**src/sv/jlt_pkg.sv**
```systemverilog
// Package for the JSON-like byte tokenizer: item types, queue entry type,
// character codes and queue sizing. No dependencies.
package jlt_pkg;

  // Input item: one byte of text plus the last-byte flag.
  typedef struct packed {
    logic [7:0] in_byte;
    logic       end_of_input;
  } in_item_t;

  // Result item: one token byte, or an end-only mark.
  typedef struct packed {
    logic [7:0] out_byte;
    logic       byte_valid;
    logic       token_end;
  } out_item_t;

  // Queue entry: the one or two results that one input item causes.
  typedef struct packed {
    logic      two;
    out_item_t r0;
    out_item_t r1;
  } res_pair_t;

  localparam int QDepth = 4;
  localparam int QPtrW  = $clog2(QDepth);
  localparam int QCntW  = $clog2(QDepth + 1);

  localparam logic [7:0] ChLBrack = 8'h5B;
  localparam logic [7:0] ChRBrack = 8'h5D;
  localparam logic [7:0] ChLBrace = 8'h7B;
  localparam logic [7:0] ChRBrace = 8'h7D;
  localparam logic [7:0] ChColon  = 8'h3A;
  localparam logic [7:0] ChComma  = 8'h2C;
  localparam logic [7:0] ChBslash = 8'h5C;
  localparam logic [7:0] ChDquote = 8'h22;
  localparam logic [7:0] ChSquote = 8'h27;
  localparam logic [7:0] ChSlash  = 8'h2F;
  localparam logic [7:0] ChStar   = 8'h2A;
  localparam logic [7:0] ChLowerN = 8'h6E;
  localparam logic [7:0] ChLowerR = 8'h72;
  localparam logic [7:0] ChLowerT = 8'h74;
  localparam logic [7:0] ChDigit0 = 8'h30;
  localparam logic [7:0] ChSpace  = 8'h20;
  localparam logic [7:0] ChTab    = 8'h09;
  localparam logic [7:0] ChLf     = 8'h0A;
  localparam logic [7:0] ChVt     = 8'h0B;
  localparam logic [7:0] ChFf     = 8'h0C;
  localparam logic [7:0] ChCr     = 8'h0D;
  localparam logic [7:0] ChNul    = 8'h00;

  function automatic logic is_ws(input logic [7:0] c);
    return (c == ChSpace) || (c == ChTab) || (c == ChLf) ||
           (c == ChVt) || (c == ChFf) || (c == ChCr);
  endfunction

  function automatic logic is_punct(input logic [7:0] c);
    return (c == ChLBrack) || (c == ChRBrack) || (c == ChLBrace) ||
           (c == ChRBrace) || (c == ChColon) || (c == ChComma);
  endfunction

  // Build a result; the byte reads as zero in an end-only mark.
  function automatic out_item_t mk_res(input logic [7:0] b, input logic v, input logic e);
    out_item_t r;
    r.out_byte   = v ? b : 8'h00;
    r.byte_valid = v;
    r.token_end  = e;
    return r;
  endfunction

endpackage

```
**src/sv/jlt_front.sv**
```systemverilog
// Front end of the tokenizer: accepts bytes, tracks lexer state and forms
// the results of each byte. Depends on jlt_pkg.
module jlt_front (
  input  logic               clk,
  input  logic               rst,
  input  logic               in_valid,
  output logic               in_ready,
  input  jlt_pkg::in_item_t  in_item,
  input  logic               q_full,
  output logic               q_push,
  output jlt_pkg::res_pair_t q_data
);
  import jlt_pkg::*;

  logic       in_token, first_of_token, in_dq, in_sq, in_lc, in_bc, esc;
  logic [7:0] prev;
  logic       in_token_next, first_next, in_dq_next, in_sq_next;
  logic       in_lc_next, in_bc_next, esc_next;
  logic [7:0] prev_next;

  logic [1:0] n;
  out_item_t  r0, r1;
  logic       accept;

  assign in_ready = !q_full;
  assign accept   = in_valid && in_ready;
  assign q_push   = accept && (n != 2'd0);
  assign q_data   = '{two: n[1], r0: r0, r1: r1};

  always_comb begin
    logic [7:0] c, t, prev_eff;
    logic       clr, first_eff;
    c         = in_item.in_byte;
    t         = c;
    prev_eff  = prev;
    first_eff = first_of_token;
    clr       = 1'b0;
    n         = 2'd0;
    r0        = '0;
    r1        = '0;
    in_token_next = in_token;
    first_next    = first_of_token;
    in_dq_next    = in_dq;
    in_sq_next    = in_sq;
    in_lc_next    = in_lc;
    in_bc_next    = in_bc;
    esc_next      = esc;
    prev_next     = prev;

    if (in_lc) begin
      if (c == ChLf) begin
        r0 = mk_res(ChNul, 1'b0, 1'b1); n = 2'd1; clr = 1'b1;
      end else begin
        r0 = mk_res(c, 1'b1, 1'b0); n = 2'd1; prev_next = c;
      end
    end else if (in_bc) begin
      if (prev == ChStar && c == ChSlash) begin
        r0 = mk_res(c, 1'b1, 1'b1); n = 2'd1; clr = 1'b1;
      end else begin
        r0 = mk_res(c, 1'b1, 1'b0); n = 2'd1; prev_next = c;
      end
    end else if (in_dq || in_sq) begin
      if (esc) begin
        case (c)
          ChLowerN: t = ChLf;
          ChLowerR: t = ChCr;
          ChLowerT: t = ChTab;
          ChDigit0: t = ChNul;
          default:  t = c;
        endcase
        esc_next = 1'b0;
        r0 = mk_res(t, 1'b1, 1'b0); n = 2'd1; prev_next = t;
      end else if (c == ChBslash) begin
        esc_next = 1'b1;
      end else if ((in_dq && c == ChDquote) || (in_sq && c == ChSquote)) begin
        r0 = mk_res(ChNul, 1'b0, 1'b1); n = 2'd1; clr = 1'b1;
      end else begin
        r0 = mk_res(c, 1'b1, 1'b0); n = 2'd1; prev_next = c;
      end
    end else if (in_token || !is_ws(c)) begin
      // a fresh token starts with no previous byte
      if (!in_token) begin
        first_eff = 1'b1;
        prev_eff  = ChNul;
      end
      in_token_next = 1'b1;
      if (prev_eff == ChSlash && (c == ChSlash || c == ChStar)) begin
        in_lc_next = (c == ChSlash);
        in_bc_next = (c == ChStar);
        r0 = mk_res(c, 1'b1, 1'b0); n = 2'd1;
        prev_next = c; first_next = 1'b0;
      end else if (c == ChDquote || c == ChSquote) begin
        in_dq_next = (c == ChDquote);
        in_sq_next = (c == ChSquote);
        r0 = mk_res(c, 1'b1, 1'b0); n = 2'd1;
        prev_next = c; first_next = 1'b0;
      end else if (is_ws(c)) begin
        r0 = mk_res(ChNul, 1'b0, 1'b1); n = 2'd1; clr = 1'b1;
      end else if (is_punct(c)) begin
        if (first_eff) begin
          r0 = mk_res(c, 1'b1, 1'b1); n = 2'd1;
        end else begin
          r0 = mk_res(ChNul, 1'b0, 1'b1);
          r1 = mk_res(c, 1'b1, 1'b1); n = 2'd2;
        end
        clr = 1'b1;
      end else begin
        r0 = mk_res(c, 1'b1, 1'b0); n = 2'd1;
        prev_next = c; first_next = 1'b0;
      end
    end

    if (clr) in_token_next = 1'b0;

    // end of text closes an open token
    if (in_item.end_of_input) begin
      if (in_token_next) begin
        case (n)
          2'd0: begin
            r0 = mk_res(ChNul, 1'b0, 1'b1); n = 2'd1;
          end
          2'd1: r0.token_end = 1'b1;
          default: r1.token_end = 1'b1;
        endcase
      end
      clr = 1'b1;
    end

    if (clr) begin
      in_token_next = 1'b0;
      first_next    = 1'b1;
      in_dq_next    = 1'b0;
      in_sq_next    = 1'b0;
      in_lc_next    = 1'b0;
      in_bc_next    = 1'b0;
      esc_next      = 1'b0;
      prev_next     = ChNul;
    end
  end

  always_ff @(posedge clk) begin
    if (rst) begin
      in_token       <= 1'b0;
      first_of_token <= 1'b1;
      in_dq          <= 1'b0;
      in_sq          <= 1'b0;
      in_lc          <= 1'b0;
      in_bc          <= 1'b0;
      esc            <= 1'b0;
      prev           <= ChNul;
    end else if (accept) begin
      in_token       <= in_token_next;
      first_of_token <= first_next;
      in_dq          <= in_dq_next;
      in_sq          <= in_sq_next;
      in_lc          <= in_lc_next;
      in_bc          <= in_bc_next;
      esc            <= esc_next;
      prev           <= prev_next;
    end
  end

endmodule

```
**src/sv/jlt_queue.sv**
```systemverilog
// Short queue of result pairs between front and back end.
// Depends on jlt_pkg.
module jlt_queue (
  input  logic               clk,
  input  logic               rst,
  input  logic               push,
  input  jlt_pkg::res_pair_t wdata,
  output logic               full,
  input  logic               pop,
  output logic               not_empty,
  output jlt_pkg::res_pair_t rdata
);
  import jlt_pkg::*;

  res_pair_t        slots [QDepth];
  logic [QPtrW-1:0] wr_ptr, rd_ptr;
  logic [QCntW-1:0] count;
  logic             do_push, do_pop;

  assign full      = (count == QCntW'(QDepth));
  assign not_empty = (count != '0);
  assign rdata     = slots[rd_ptr];
  assign do_push   = push && !full;
  assign do_pop    = pop && not_empty;

  always_ff @(posedge clk) begin
    if (do_push) slots[wr_ptr] <= wdata;
  end

  always_ff @(posedge clk) begin
    if (rst) begin
      wr_ptr <= '0;
      rd_ptr <= '0;
      count  <= '0;
    end else begin
      if (do_push) wr_ptr <= wr_ptr + 1'b1;
      if (do_pop)  rd_ptr <= rd_ptr + 1'b1;
      case ({do_push, do_pop})
        2'b10:   count <= count + 1'b1;
        2'b01:   count <= count - 1'b1;
        default: count <= count;
      endcase
    end
  end

endmodule

```
**src/sv/jlt_back.sv**
```systemverilog
// Back end of the tokenizer: splits queued pairs into single result items
// and holds them in the output register. Depends on jlt_pkg.
module jlt_back (
  input  logic               clk,
  input  logic               rst,
  input  logic               q_not_empty,
  input  jlt_pkg::res_pair_t q_data,
  output logic               q_pop,
  output logic               out_valid,
  input  logic               out_ready,
  output jlt_pkg::out_item_t out_item
);
  import jlt_pkg::*;

  logic second;   // next result comes from r1 of the head pair
  logic load;

  assign load  = !out_valid || out_ready;
  assign q_pop = load && q_not_empty && (!q_data.two || second);

  always_ff @(posedge clk) begin
    if (load && q_not_empty) out_item <= second ? q_data.r1 : q_data.r0;
  end

  always_ff @(posedge clk) begin
    if (rst) begin
      out_valid <= 1'b0;
      second    <= 1'b0;
    end else if (load) begin
      out_valid <= q_not_empty;
      if (q_not_empty) second <= q_data.two && !second;
    end
  end

endmodule

```
**src/sv/json_like_byte_tokenizer.sv**
```systemverilog
// Top level of the JSON-like byte tokenizer: front end, result queue and
// back end. Depends on jlt_pkg, jlt_front, jlt_queue and jlt_back.
//
//  channel | signals                        | direction | payload
//  --------+--------------------------------+-----------+--------------------------
//  in      | in_valid, in_ready, in_item    | into      | in_byte, end_of_input
//  out     | out_valid, out_ready, out_item | out of    | out_byte, byte_valid,
//          |                                |           | token_end
//
// One byte item is taken per cycle while the queue has room; the lexer state
//   updates in the same cycle, so there is no per-byte bubble.
// A byte yields zero, one or two result items; the back end sends one item a
//   cycle unless out stalls, so word-then-punctuation runs wait on the out port.
// A byte's first result passes through the queue, then the output register.
// Reset (rst, synchronous) empties the queue and returns the lexer to idle.
// A stall on out fills the four-entry queue, after which in_ready drops.
module json_like_byte_tokenizer (
  input  logic               clk,
  input  logic               rst,
  input  logic               in_valid,
  output logic               in_ready,
  input  jlt_pkg::in_item_t  in_item,
  output logic               out_valid,
  input  logic               out_ready,
  output jlt_pkg::out_item_t out_item
);
  import jlt_pkg::*;

  logic      q_full, q_push, q_pop, q_not_empty;
  res_pair_t q_wdata, q_rdata;

  // Front: classify each byte and form its result pair.
  jlt_front u_front (
    .clk      (clk),
    .rst      (rst),
    .in_valid (in_valid),
    .in_ready (in_ready),
    .in_item  (in_item),
    .q_full   (q_full),
    .q_push   (q_push),
    .q_data   (q_wdata)
  );

  // Queue decouples byte intake from result delivery.
  jlt_queue u_queue (
    .clk       (clk),
    .rst       (rst),
    .push      (q_push),
    .wdata     (q_wdata),
    .full      (q_full),
    .pop       (q_pop),
    .not_empty (q_not_empty),
    .rdata     (q_rdata)
  );

  // Back: one result item per cycle into the output register unless out stalls.
  jlt_back u_back (
    .clk         (clk),
    .rst         (rst),
    .q_not_empty (q_not_empty),
    .q_data      (q_rdata),
    .q_pop       (q_pop),
    .out_valid   (out_valid),
    .out_ready   (out_ready),
    .out_item    (out_item)
  );

endmodule

```
**config.mk**
```make
export PLATFORM = sky130hd
export DESIGN_NAME = json_like_byte_tokenizer
export DESIGN_NICKNAME = d
export VERILOG_FILES = /design/src/sv/jlt_pkg.sv /design/src/sv/jlt_front.sv /design/src/sv/jlt_queue.sv /design/src/sv/jlt_back.sv /design/src/sv/json_like_byte_tokenizer.sv
export SDC_FILE = /design/constraint.sdc
export NUM_CORES = 1
export LEC_CHECK = 0
export ABC_AREA = 1
export ABC_CLOCK_PERIOD_IN_PS = 8550
export BUFFER_PORTS_ARGS = -buffer_cell sky130_fd_sc_hd__buf_2
export CELL_PAD_IN_SITES_DETAIL_PLACEMENT = 1
export CELL_PAD_IN_SITES_GLOBAL_PLACEMENT = 2
export CORE_MARGIN = 8
export CORE_UTILIZATION = 42
export CTS_CLUSTER_DIAMETER = 40
export DETAILED_ROUTE_END_ITERATION = 7
export PLACE_DENSITY = 0.84
export SYNTH_ARGS = -nofsm -noshare
export SYNTH_HDL_FRONTEND = slang
export SYNTH_SLANG_ARGS = --single-unit
```
**constraint.sdc**
```tcl
create_clock -name clk -period 8.55 [get_ports clk]
set_clock_uncertainty 0.1 [all_clocks]
set_input_delay 1.2825 -clock clk [delete_from_list [all_inputs] [get_ports clk]]
set_output_delay 1.2825 -clock clk [all_outputs]
set_load 0.01 [all_outputs]
```
; After elaboration in Yosys (flattened, before gate mapping)
; Memories as Yosys holds them, arrays and structs flattened. A register that Yosys moved wholly into a read port is not among the register bits.
; Index checks and enable logic that the tools add are counted.
[totals]
wordCells = 244
n_memories = 1
ram_bits = 84
in_bits = 13
out_inout_bits = 12
ff_bits = 34
[memory_table]
columns = memory, depth, width, rd, rd_ports_with_merged_regs, wr, line
row1 = u_queue.slots, 4, 21, 1, 1, 1, jlt_queue.sv:15  ; res_pair_t slots [QDepth];
[op_classes]
mux = 136
n_reduce_logical = 48
add_sub_neg = 4
eq_ne = 39
[op_table]
columns = op, n
row1 = $mux W10, 25
row2 = $mux W8, 19
row3 = $eq A8 B6 Y1 const B, 10
row4 = $mux W1, 74
row5 = $eq A8 B7 Y1 const B, 8
row6 = $eq A8 B4 Y1 const B, 5
row7 = $pmux W8 S4, 1
row8 = $mux W2, 15
row9 = $logic_or A1 B1 Y1, 17
row10 = $reduce_and A7 Y1, 2
row11 = $ne A6 B3 Y1 const B, 2
row12 = $logic_and A1 B1 Y1, 11
row13 = $reduce_bool A2 Y1, 5
row14 = $mux W9, 1
row15 = $ne A2 B2 Y1 const B, 4
row16 = $reduce_and A8 Y1, 1
row17 = $ne A7 B2 Y1 const B, 1
row18 = $ne A7 B4 Y1 const B, 1
row19 = $pmux W3 S2, 1
row20 = $logic_not A1 Y1, 5
row21 = $reduce_bool A5 Y1, 1
row22 = $add A2 B1 Y2 const B, 2
row23 = $eq A2 B1 Y1 const B, 2
row24 = $ne A4 B2 Y1 const B, 1
row25 = other kinds (12), 13

; Logic depth before layout (Yosys ltp)
; Gate-level depths: netlist of the first run.
[logic_depth]
depth_word = 30
depth_mapped = 21

; By module
; From an unflattened synthesis of the first run, not the netlist that was laid out.
[hier_totals]
cells_unflattened = 614
hier_area_um2 = 5708.0
[by_module_without_submodules]
columns = module, cells_per_inst, instances, area_each_um2
row1 = jlt_queue, 273, 1, 3662.3
row2 = jlt_front, 284, 1, 1514.0
row3 = jlt_back, 57, 1, 531.8

; Worst setup path before layout of the first run
; No wires, ideal clock.
[synth_timing]
kind = input port to flip-flop
from = input port in_item[7] (netlist name)
to = memory u_queue.slots[0][10] (netlist name) (enable)
setup_time_ns = 0.395
stages = 15
slack_ns = 4.840
arrival_time_ns = 3.216
required_ns = 8.055
path_cell_list = inv_2 -> nand2_4 -> nor2_2 -> inv_1 -> nor2_1 -> nor2_2 -> nand2_1 -> nand2_1 -> nand3_1 -> nand2_1 -> nand2_4 -> nand3_1 -> nand2_1 -> nand2_2 -> nor2_1
[synth_via]
elab_chain_len = 23
[synth_lines]
columns = element, line
row1 = from (decl), json_like_byte_tokenizer.sv:22  ; input jlt_pkg::in_item_t in_item,
row2 = $eq A8 B7 Y1, jlt_pkg.sv:58  ; return (c == ChLBrack) || (c == ChRBrack) || (c == ChLBrace) ||
row3 = $logic_or A1 B1 Y1 (3 in series), jlt_pkg.sv:58
row4 = $logic_or A1 B1 Y1 (2 in series), jlt_pkg.sv:59  ; (c == ChRBrace) || (c == ChColon) || (c == ChComma);
row5 = $mux W2, jlt_front.sv:99  ; end else if (is_punct(c)) begin
row6 = $mux W2, jlt_front.sv:97  ; end else if (is_ws(c)) begin
row7 = $mux W2, jlt_front.sv:92  ; end else if (c == ChDquote || c == ChSquote) begin
row8 = $mux W2, jlt_front.sv:87  ; if (prev_eff == ChSlash && (c == ChSlash || c == ChStar)) begin
row9 = $mux W2, jlt_front.sv:80  ; end else if (in_token || !is_ws(c)) begin
row10 = (+4 left out), --
row11 = $mux W2, jlt_front.sv:118  ; case (n)
row12 = $mux W2, jlt_front.sv:117  ; if (in_token_next) begin
row13 = $mux W2 *, jlt_front.sv:116  ; if (in_item.end_of_input) begin
row14 = $reduce_bool A2 Y1 *, jlt_front.sv:27  ; assign q_push = accept && (n != 2'd0);
row15 = $logic_and A1 B1 Y1 *, jlt_front.sv:27
row16 = $logic_and A1 B1 Y1 *, jlt_queue.sv:23  ; assign do_push = push && !full;
row17 = $mux W1 *, jlt_queue.sv:27  ; if (do_push) slots[wr_ptr] <= wdata;
row18 = $mux W1 (not written as such) *, jlt_queue.sv:27
row19 = to (decl), jlt_queue.sv:15
; Mark *: on every way between the ends. The rest lies on a longest branch, timed or not.

; Worst setup path after layout of the first run
[layout_timing]
from = input port in_item[3] (netlist name)
to = register u_queue.count[2]
[layout_via]
elab_chain_len = 23
[layout_lines]
columns = element, line
row1 = $eq A8 B7 Y1, jlt_pkg.sv:58
row2 = $logic_or A1 B1 Y1 (3 in series), jlt_pkg.sv:58
row3 = $logic_or A1 B1 Y1 (2 in series), jlt_pkg.sv:59
row4 = $mux W2, jlt_front.sv:99
row5 = $mux W2, jlt_front.sv:97
row6 = $mux W2, jlt_front.sv:92
row7 = $mux W2, jlt_front.sv:87
row8 = $mux W2, jlt_front.sv:80
row9 = (+4 left out), --
row10 = $mux W2, jlt_front.sv:118
row11 = $mux W2, jlt_front.sv:117
row12 = $mux W2 *, jlt_front.sv:116
row13 = $reduce_bool A2 Y1 *, jlt_front.sv:27
row14 = $logic_and A1 B1 Y1 *, jlt_front.sv:27
row15 = $logic_and A1 B1 Y1 *, jlt_queue.sv:23
row16 = $eq A2 B1 Y1 or $eq A2 B2 Y1 (tied branches), jlt_queue.sv:38  ; case ({do_push, do_pop})
row17 = $pmux W3 S2 or $reduce_bool A2 Y1 (tied branches), --
row18 = to (signal assigned), jlt_queue.sv:39  ; 2'b10: count <= count + 1'b1;
row19 = to (signal assigned), jlt_queue.sv:40  ; 2'b01: count <= count - 1'b1;
row20 = to (signal assigned), jlt_queue.sv:41  ; default: count <= count;
row21 = to (decl), jlt_queue.sv:17  ; logic [QCntW-1:0] count;
; Marked as above.
; A chain may end at the register's enable or synchronous reset.

==> results of run 1 <==
==> critical path, cell delays in order <==
cell and delay (ps):
buf_2 120, nand2_1 140, nor4_1 500, nand4_1 140, nand2_1 90, nand2_1 150, nand3_1 160, nand2_1 80
nand2_2 140, ha_1 180, inv_1 70, fa_1 430, a21oi_1 140, o21ai_0 120, o21ai_0 160, a21oi_1 60
==> kinds of logic after synthesis <==
kind of cell               synth area share
DFF                                   0.608
and+or+nand+nor                       0.201
adders and majority gates            0.0162
buffers and inverters                0.0551
AOI/OAI and AO/OA                     0.119
other                              0.000735
==> power by group through the flow <==
stage | combinational [mW] | clock (mW) | sequential, mW
floorplan | 0.282 | 0 | 0.760
global placement | 0.435 | 0 | 0.752
detailed placement | 0.451 | 0 | 0.756
CTS | 0.454 | 0.452 | 0.744
global route | 0.506 | 0.468 | 0.754
finish | 0.444 | 0.442 | 0.743
==> per-layer routing <==
| metal | wire length, um | GRT usage | vias up |
|---|---|---|---|
| li1 | - | - | 1893 |
| met4 | 277 | 0.0856 | 0 |
| met2 | 6450 | 0.288 | 44 |
| met1 | 5890 | 0.200 | 1859 |
| met3 | 278 | 0.0342 | 19 |
| met5 | 0 | 0 | - |
==> final cells by class <==
cell class,instances,area [um2],share of cell area
Clock buffer,11,233,0.0406
Clock inverter,5,80.1,0.0140
Inverter,61,229,0.0399
Multi-Input combinational cell,357,1730,0.302
Sequential cell,112,3100,0.541
Tap cell,147,184,0.0321
Timing Repair Buffer,31,173,0.0301
==> path summary, 6_finish.rpt <==
check                                       start                 to  slack, ps  depth (start not counted)
worst max-delay path                   in_item[3]   u_queue.count[2]       4710                         16
worst min-delay path            u_queue.rd_ptr[1]  u_queue.rd_ptr[1]        370                          2
worst max register to register               flop   u_queue.count[2]       4710                         13
worst min register to register  u_queue.rd_ptr[1]  u_queue.rd_ptr[1]        370                          2
==> flip-flops by register name, indices dropped and copies added (netlist names), named ones only <==
name and flops:
u_back.out_valid 1, u_front.prev 8, u_front.in_bc 1, u_back.second 1, u_front.esc 1, u_queue.slots 76
u_queue.count 3, u_queue.rd_ptr 2, u_queue.wr_ptr 2, u_back.out_item 10, u_front.in_dq 1, u_front.in_token 1
u_front.in_lc 1, u_front.first_of_token 1, u_front.in_sq 1
==> synthesized netlist by cell type <==
library cell,number
nand2_2,5
dfxtp_1,26
a31oi_1,9
nand2_1,66
o211ai_1,2
nor2_1,121
inv_2,10
nand2_4,4
fa_1,1
a21boi_2,1
ha_1,5
o22ai_2,1
a21oi_2,1
nand3_1,15
nor2_2,5
nor3_1,6
inv_1,49
a221o_1,2
nor2_4,1
nand3_4,1
o21ai_1,10
clkinv_1,2
edfxtp_1,86
nand4_1,9
a21oi_1,21
o21ai_0,54
nor3_2,1
conb_1,1
clkbuf_1,14
nor4_1,3
o22ai_1,9
==> results.md, run 1 <==
- Outcome: complete, no violations
- TritonCTS buffer count: 9
- Final WS setup: 4710 ps
- Share of the synthesized area in the top cell type: 0.506
- Sequential area share after synthesis: 0.608
- First-pass GRT wire length: 20.8 mm
- Finished layout cell area: 0.00573 mm2
- DRT antenna net count: 0
- Fin. Hold Viols: 0
- Placed cells: 708
- Combinational Power Share: 0.272
- Port bufs: 24
- Die Y: 126 um
- Cells after synthesis: 541
- # hold bufs at CTS: 0
- Crit Path Category: in2reg
- Sw frac: 0.324
- Worst Max-Slew Pin Slew: 840 ps
- Gr ovfl total: 0
- Drt pass-1 iters: 4
- Fmax: 260 MHz
- Full die area: 0.0159 mm2
- Mapped Area: 0.00510 mm2
- Initial core utilization: 0.427
- Core area: 0.0120 mm2
- Yosys warns: 0
- Placement-stage cell area: 0.00542 mm2
- Peak supply drop: 128 uV
- Synthesis-to-finish area growth: 12.3%
- Max Root-Sink Buffers: 2
- CTS tree: done
- Post-Place Setup Slack: 4340 ps
- Antenna violations before repair: 0
- Net Switching: 0.528 mW
- Crit path max fanout: 8
- Largest net degree at the start of global routing: 40
- Final non-filler cell total: 724
- Total GRT Usage: 0.170
- Setup TNS: 0 ps
- Max-cap violation count: 0
- Most frequent cells in the layout: 121 x nor2_1, 86 x edfxtp_1, 66 x nand2_1, 54 x o21ai_0, 49 x inv_1
- Post-CTS setup buffers: 0
- DR iter-0 viols: 160
- Remaining DRCs: 0
- Share of cells above drive strength 1: 0.128
- Min Tclk post-route: 3840 ps
- Fill cell count: 1,366
- WL final: 12.9 mm
- Max-slew violation count: 0
- DR vias: 3,815
- Vias in the first global route: 4,035
- Hold Slack: 369 ps
- Total power: 1.63 mW
- WP data required: 8690 ps
- Yosys reg bits: 112
- Crit end category: flop
- Clock Root Buffer: clkbuf_16
- Fin crit share: 0.449
- Clk Latency, worst-skew pair: 350 ps
- Pwr/cell area: 284 mW/mm2
- Mean Syn Cell Area: 9.44 um2
- Rows: 40
- Int Pwr: 1.10 mW
- CTS resizes: 0
- Routed len/inst: 17.8 um
- Final setup fails: 0
- Fin nets: 591
- Crit path DAT: 3980 ps
- Num Clock Sinks: 112
- Sequential Power Share: 0.456
- Worst hold path class: reg2reg
- Io pins: 25
- Htree depth: 3
- Slew HR: 0.439
- Area leader, netlist: edfxtp_1
- Post-DP HPWL: 9.19 mm
- N_diodes: 0
- Leak: 2.19 nW
- Clock power frac: 0.271
- Final Wtd Congestion: 0.915
- Finished Core Util: 0.479
- Chip width: 126 um
- Top cells by area, synth: edfxtp_1 51%, dfxtp_1 10%, nor2_1 8.9%
- RSZ-0062 raised after global routing: false
- Post-synth cell types: 31
- Critical Path Start Type: input port
- Commonest non-fill, non-tap cell in the layout: nor2_1
- Via/cell ratio: 5.27
- Worst-path clk slew: 70 ps
Note: power is estimated with default switching activity, not from simulation.
==> run 2, diff against run 1 <==
- ABC_CLOCK_PERIOD_IN_PS: 8550 -> 3270
- CORE_UTILIZATION: 42 -> 35
- PLACE_DENSITY: 0.84 -> 0.75
- clock period: 8.55 -> 3.27 ns (I/O delays scaled with it)
==> results.md, run 2 (synthesis results as in run 1) <==
- Worst Max-Slew Pin Slew: 521 ps (-319 ps)
- WP data required: 3400 ps (-5290 ps)
- TritonCTS buffer count: 9 (unchanged)
- Multi-input logic area: 0.00174 mm2 (+0.36%)
- Leak: 2.24 nW (+2.3%)
- Final Wtd Congestion: 0.808 (-12%)
- R2R depth: 16 (+3)
- Critical Path Source: in_item[8]
- Max Root-Sink Buffers: 2 (unchanged)
- Initial core utilization: 0.355 (-0.0715)
- Placed cells: 755 (+6.6%)
- Crit path DAT: 3050 ps (-930 ps)
- # hold bufs at CTS: 0 (unchanged)
- CTS resizes: 0 (unchanged)
- Flop-to-flop setup slack: 490 ps (-4220 ps)
- Final non-filler cell total: 771 (+6.5%)
- Clk Latency, worst-skew pair: 350 ps (about the same)
- Fill cell count: 1,628 (+19%)
- Die Y: 137 um (+8.3%)
- WL final: 13.4 mm (+3.9%)
- Total GRT Usage: 0.150 (-0.0194)
- Worst hold path class: in2reg
- Clock power frac: 0.251 (-0.020)
- Largest register FFs: 76 (unchanged)
- Sequential Area: 0.00310 mm2 (unchanged)
- Min Tclk post-route: 2910 ps
- Peak supply drop: 263 uV (+110%)
- Slew HR: 0.649 (+0.210)
- Setup TNS: 0 ps (unchanged)
- Int Pwr: 2.79 mW (+150%)
- Critical Path Start Type: input port
- Max-slew violation count: 0 (unchanged)
- Hold-critical path depth: 2 (unchanged)
- Finished Core Util: 0.410 (-0.0698)
- Max-cap violation count: 0 (unchanged)
- Routed len/inst: 17.4 um (-2.5%)
- Worst-path clk slew: 80 ps (about the same)
- Final WS setup: 356 ps (-4360 ps)
- CTS tree: done
- Crit end category: flop
- Combinational Power Share: 0.294 (+0.022)
- Htree depth: 3 (unchanged)
- Final setup fails: 0 (unchanged)
- Largest regs: u_queue.slots (76), u_back.out_item (10), u_front.prev (8)
- DR vias: 3,917 (+2.7%)
- Fin nets: 601 (+1.7%)
- Fin crit share: 0.891
- Reg-to-reg startpoint: u_front.in_lc
- Sw frac: 0.341 (+0.0172)
- Drt pass-1 iters: 4 (unchanged)
- Most frequent cells in the layout: 121 x nor2_1, 86 x edfxtp_1, 66 x nand2_1, 54 x o21ai_0, 49 x inv_1
- Net Switching: 1.44 mW (+170%)
- Post-CTS setup buffers: 0 (unchanged)
- Gr ovfl total: 0 (unchanged)
- Fin. Hold Viols: 0 (unchanged)
- Num Clock Sinks: 112 (unchanged)
- Pwr/cell area: 719 mW/mm2 (+150%)
- First-pass GRT wire length: 21.4 mm (+2.9%)
- Remaining DRCs: 0 (unchanged)
- Via/cell ratio: 5.08 (-3.6%)
- Synthesis-to-finish area growth: 15.3%
- Vias in the first global route: 4,106 (+1.8%)
- Sequential Power Share: 0.456 (about the same)
- Port bufs: 24 (unchanged)
- Largest net degree at the start of global routing: 39 (-2.5%)
- Register bank with the most flops: u_queue.slots
- Core area: 0.0144 mm2 (+20%)
- Worst Hold End: u_front.in_dq
- RSZ-0062 raised after global routing: false
- Post-Place Setup Slack: 16.9 ps (-4320 ps)
- Io pins: 25 (unchanged)
- Chip width: 137 um (+8.3%)
- Fmax: 343 MHz
- Antenna violations before repair: 0 (unchanged)
- Crit Path Category: in2reg
- Reg-to-Reg End: u_queue.count[2]
- DRT antenna net count: 0 (unchanged)
- Full die area: 0.0187 mm2 (+17%)
- Commonest non-fill, non-tap cell in the layout: nor2_1
- Rows: 44 (+10%)
- N_diodes: 0 (unchanged)
- Clock Root Buffer: clkbuf_16
- HP Start: rst
- Share of cells above drive strength 1: 0.150 (+0.0217)
- DR iter-0 viols: 247 (+54%)
- Post-DP HPWL: 9.77 mm (+6.3%)
- Crit path max fanout: 7 (-1)
- Outcome: complete, no violations
[run 2: power groups by stage]
| stage | Sequential (mW) | Clock [mW] | Combinational (mW) |
|---|---|---|---|
| final | 1.93 | 1.06 | 1.24 |
| after global routing | 1.96 | 1.14 | 1.39 |
| after CTS | 1.93 | 1.10 | 1.28 |
| after detailed placement | 1.96 | 0 | 1.28 |
| after global placement | 1.95 | 0 | 1.24 |
| after floorplan | 1.99 | 0 | 0.736 |
[run 2: area by class of cell]
type                       count  area share
clock inverter                 7      0.0104
multi-input combinational    357       0.295
sequential                   112       0.527
clock buffer                   9      0.0383
tap                          184      0.0391
timing repair buffer          41      0.0506
inverter                      61      0.0389
[run 2: how the worst max path moves through the flow]
stage          slack [ps]                    to  depth (start not counted)
6_report              360      u_queue.count[2]                         18
5_1_grt               150      u_queue.count[2]                         18
4_1_cts               380      u_queue.count[2]                         21
3_5_place_dp           20      u_queue.count[2]                         21
3_3_place_gp           40      u_queue.count[2]                         18
2_1_floorplan         350  u_queue.slots[0][10]                         15
[run 2: layer usage]
metal	vias up	GRT usage	wire length, um
li1	1922	-	-
met1	1946	0.183	6190
met2	37	0.265	6760
met3	12	0.0253	280
met4	0	0.0447	160
met5	-	0	0
[run 2: worst max-delay path, cell delays in order]
cell	delay (ps)
buf_2	160
inv_1	90
nand2_4	100
nor2_1	60
nand2_1	60
nand2_1	70
o21ai_1	350
nor2_2	160
nor3_2	210
nand2_1	90
nand2_2	70
ha_1	140
inv_1	70
fa_1	440
a21oi_1	140
o21ai_0	110
o21ai_0	180
a21oi_1	60
[run 2: metrics by stage]
| step | instance area [um2] | hold slack (ps) | total power [mW] |
|---|---|---|---|
| 6_report | 5880 | 287 | 4.23 |
| 5_1_grt | 5880 | 291 | 4.49 |
| 4_1_cts | 5880 | 276 | 4.31 |
| 3_5_place_dp | 5600 | 370 | 3.24 |
| 3_3_place_gp | 5600 | 353 | 3.19 |
| 2_1_floorplan | 5120 | 336 | 2.72 |
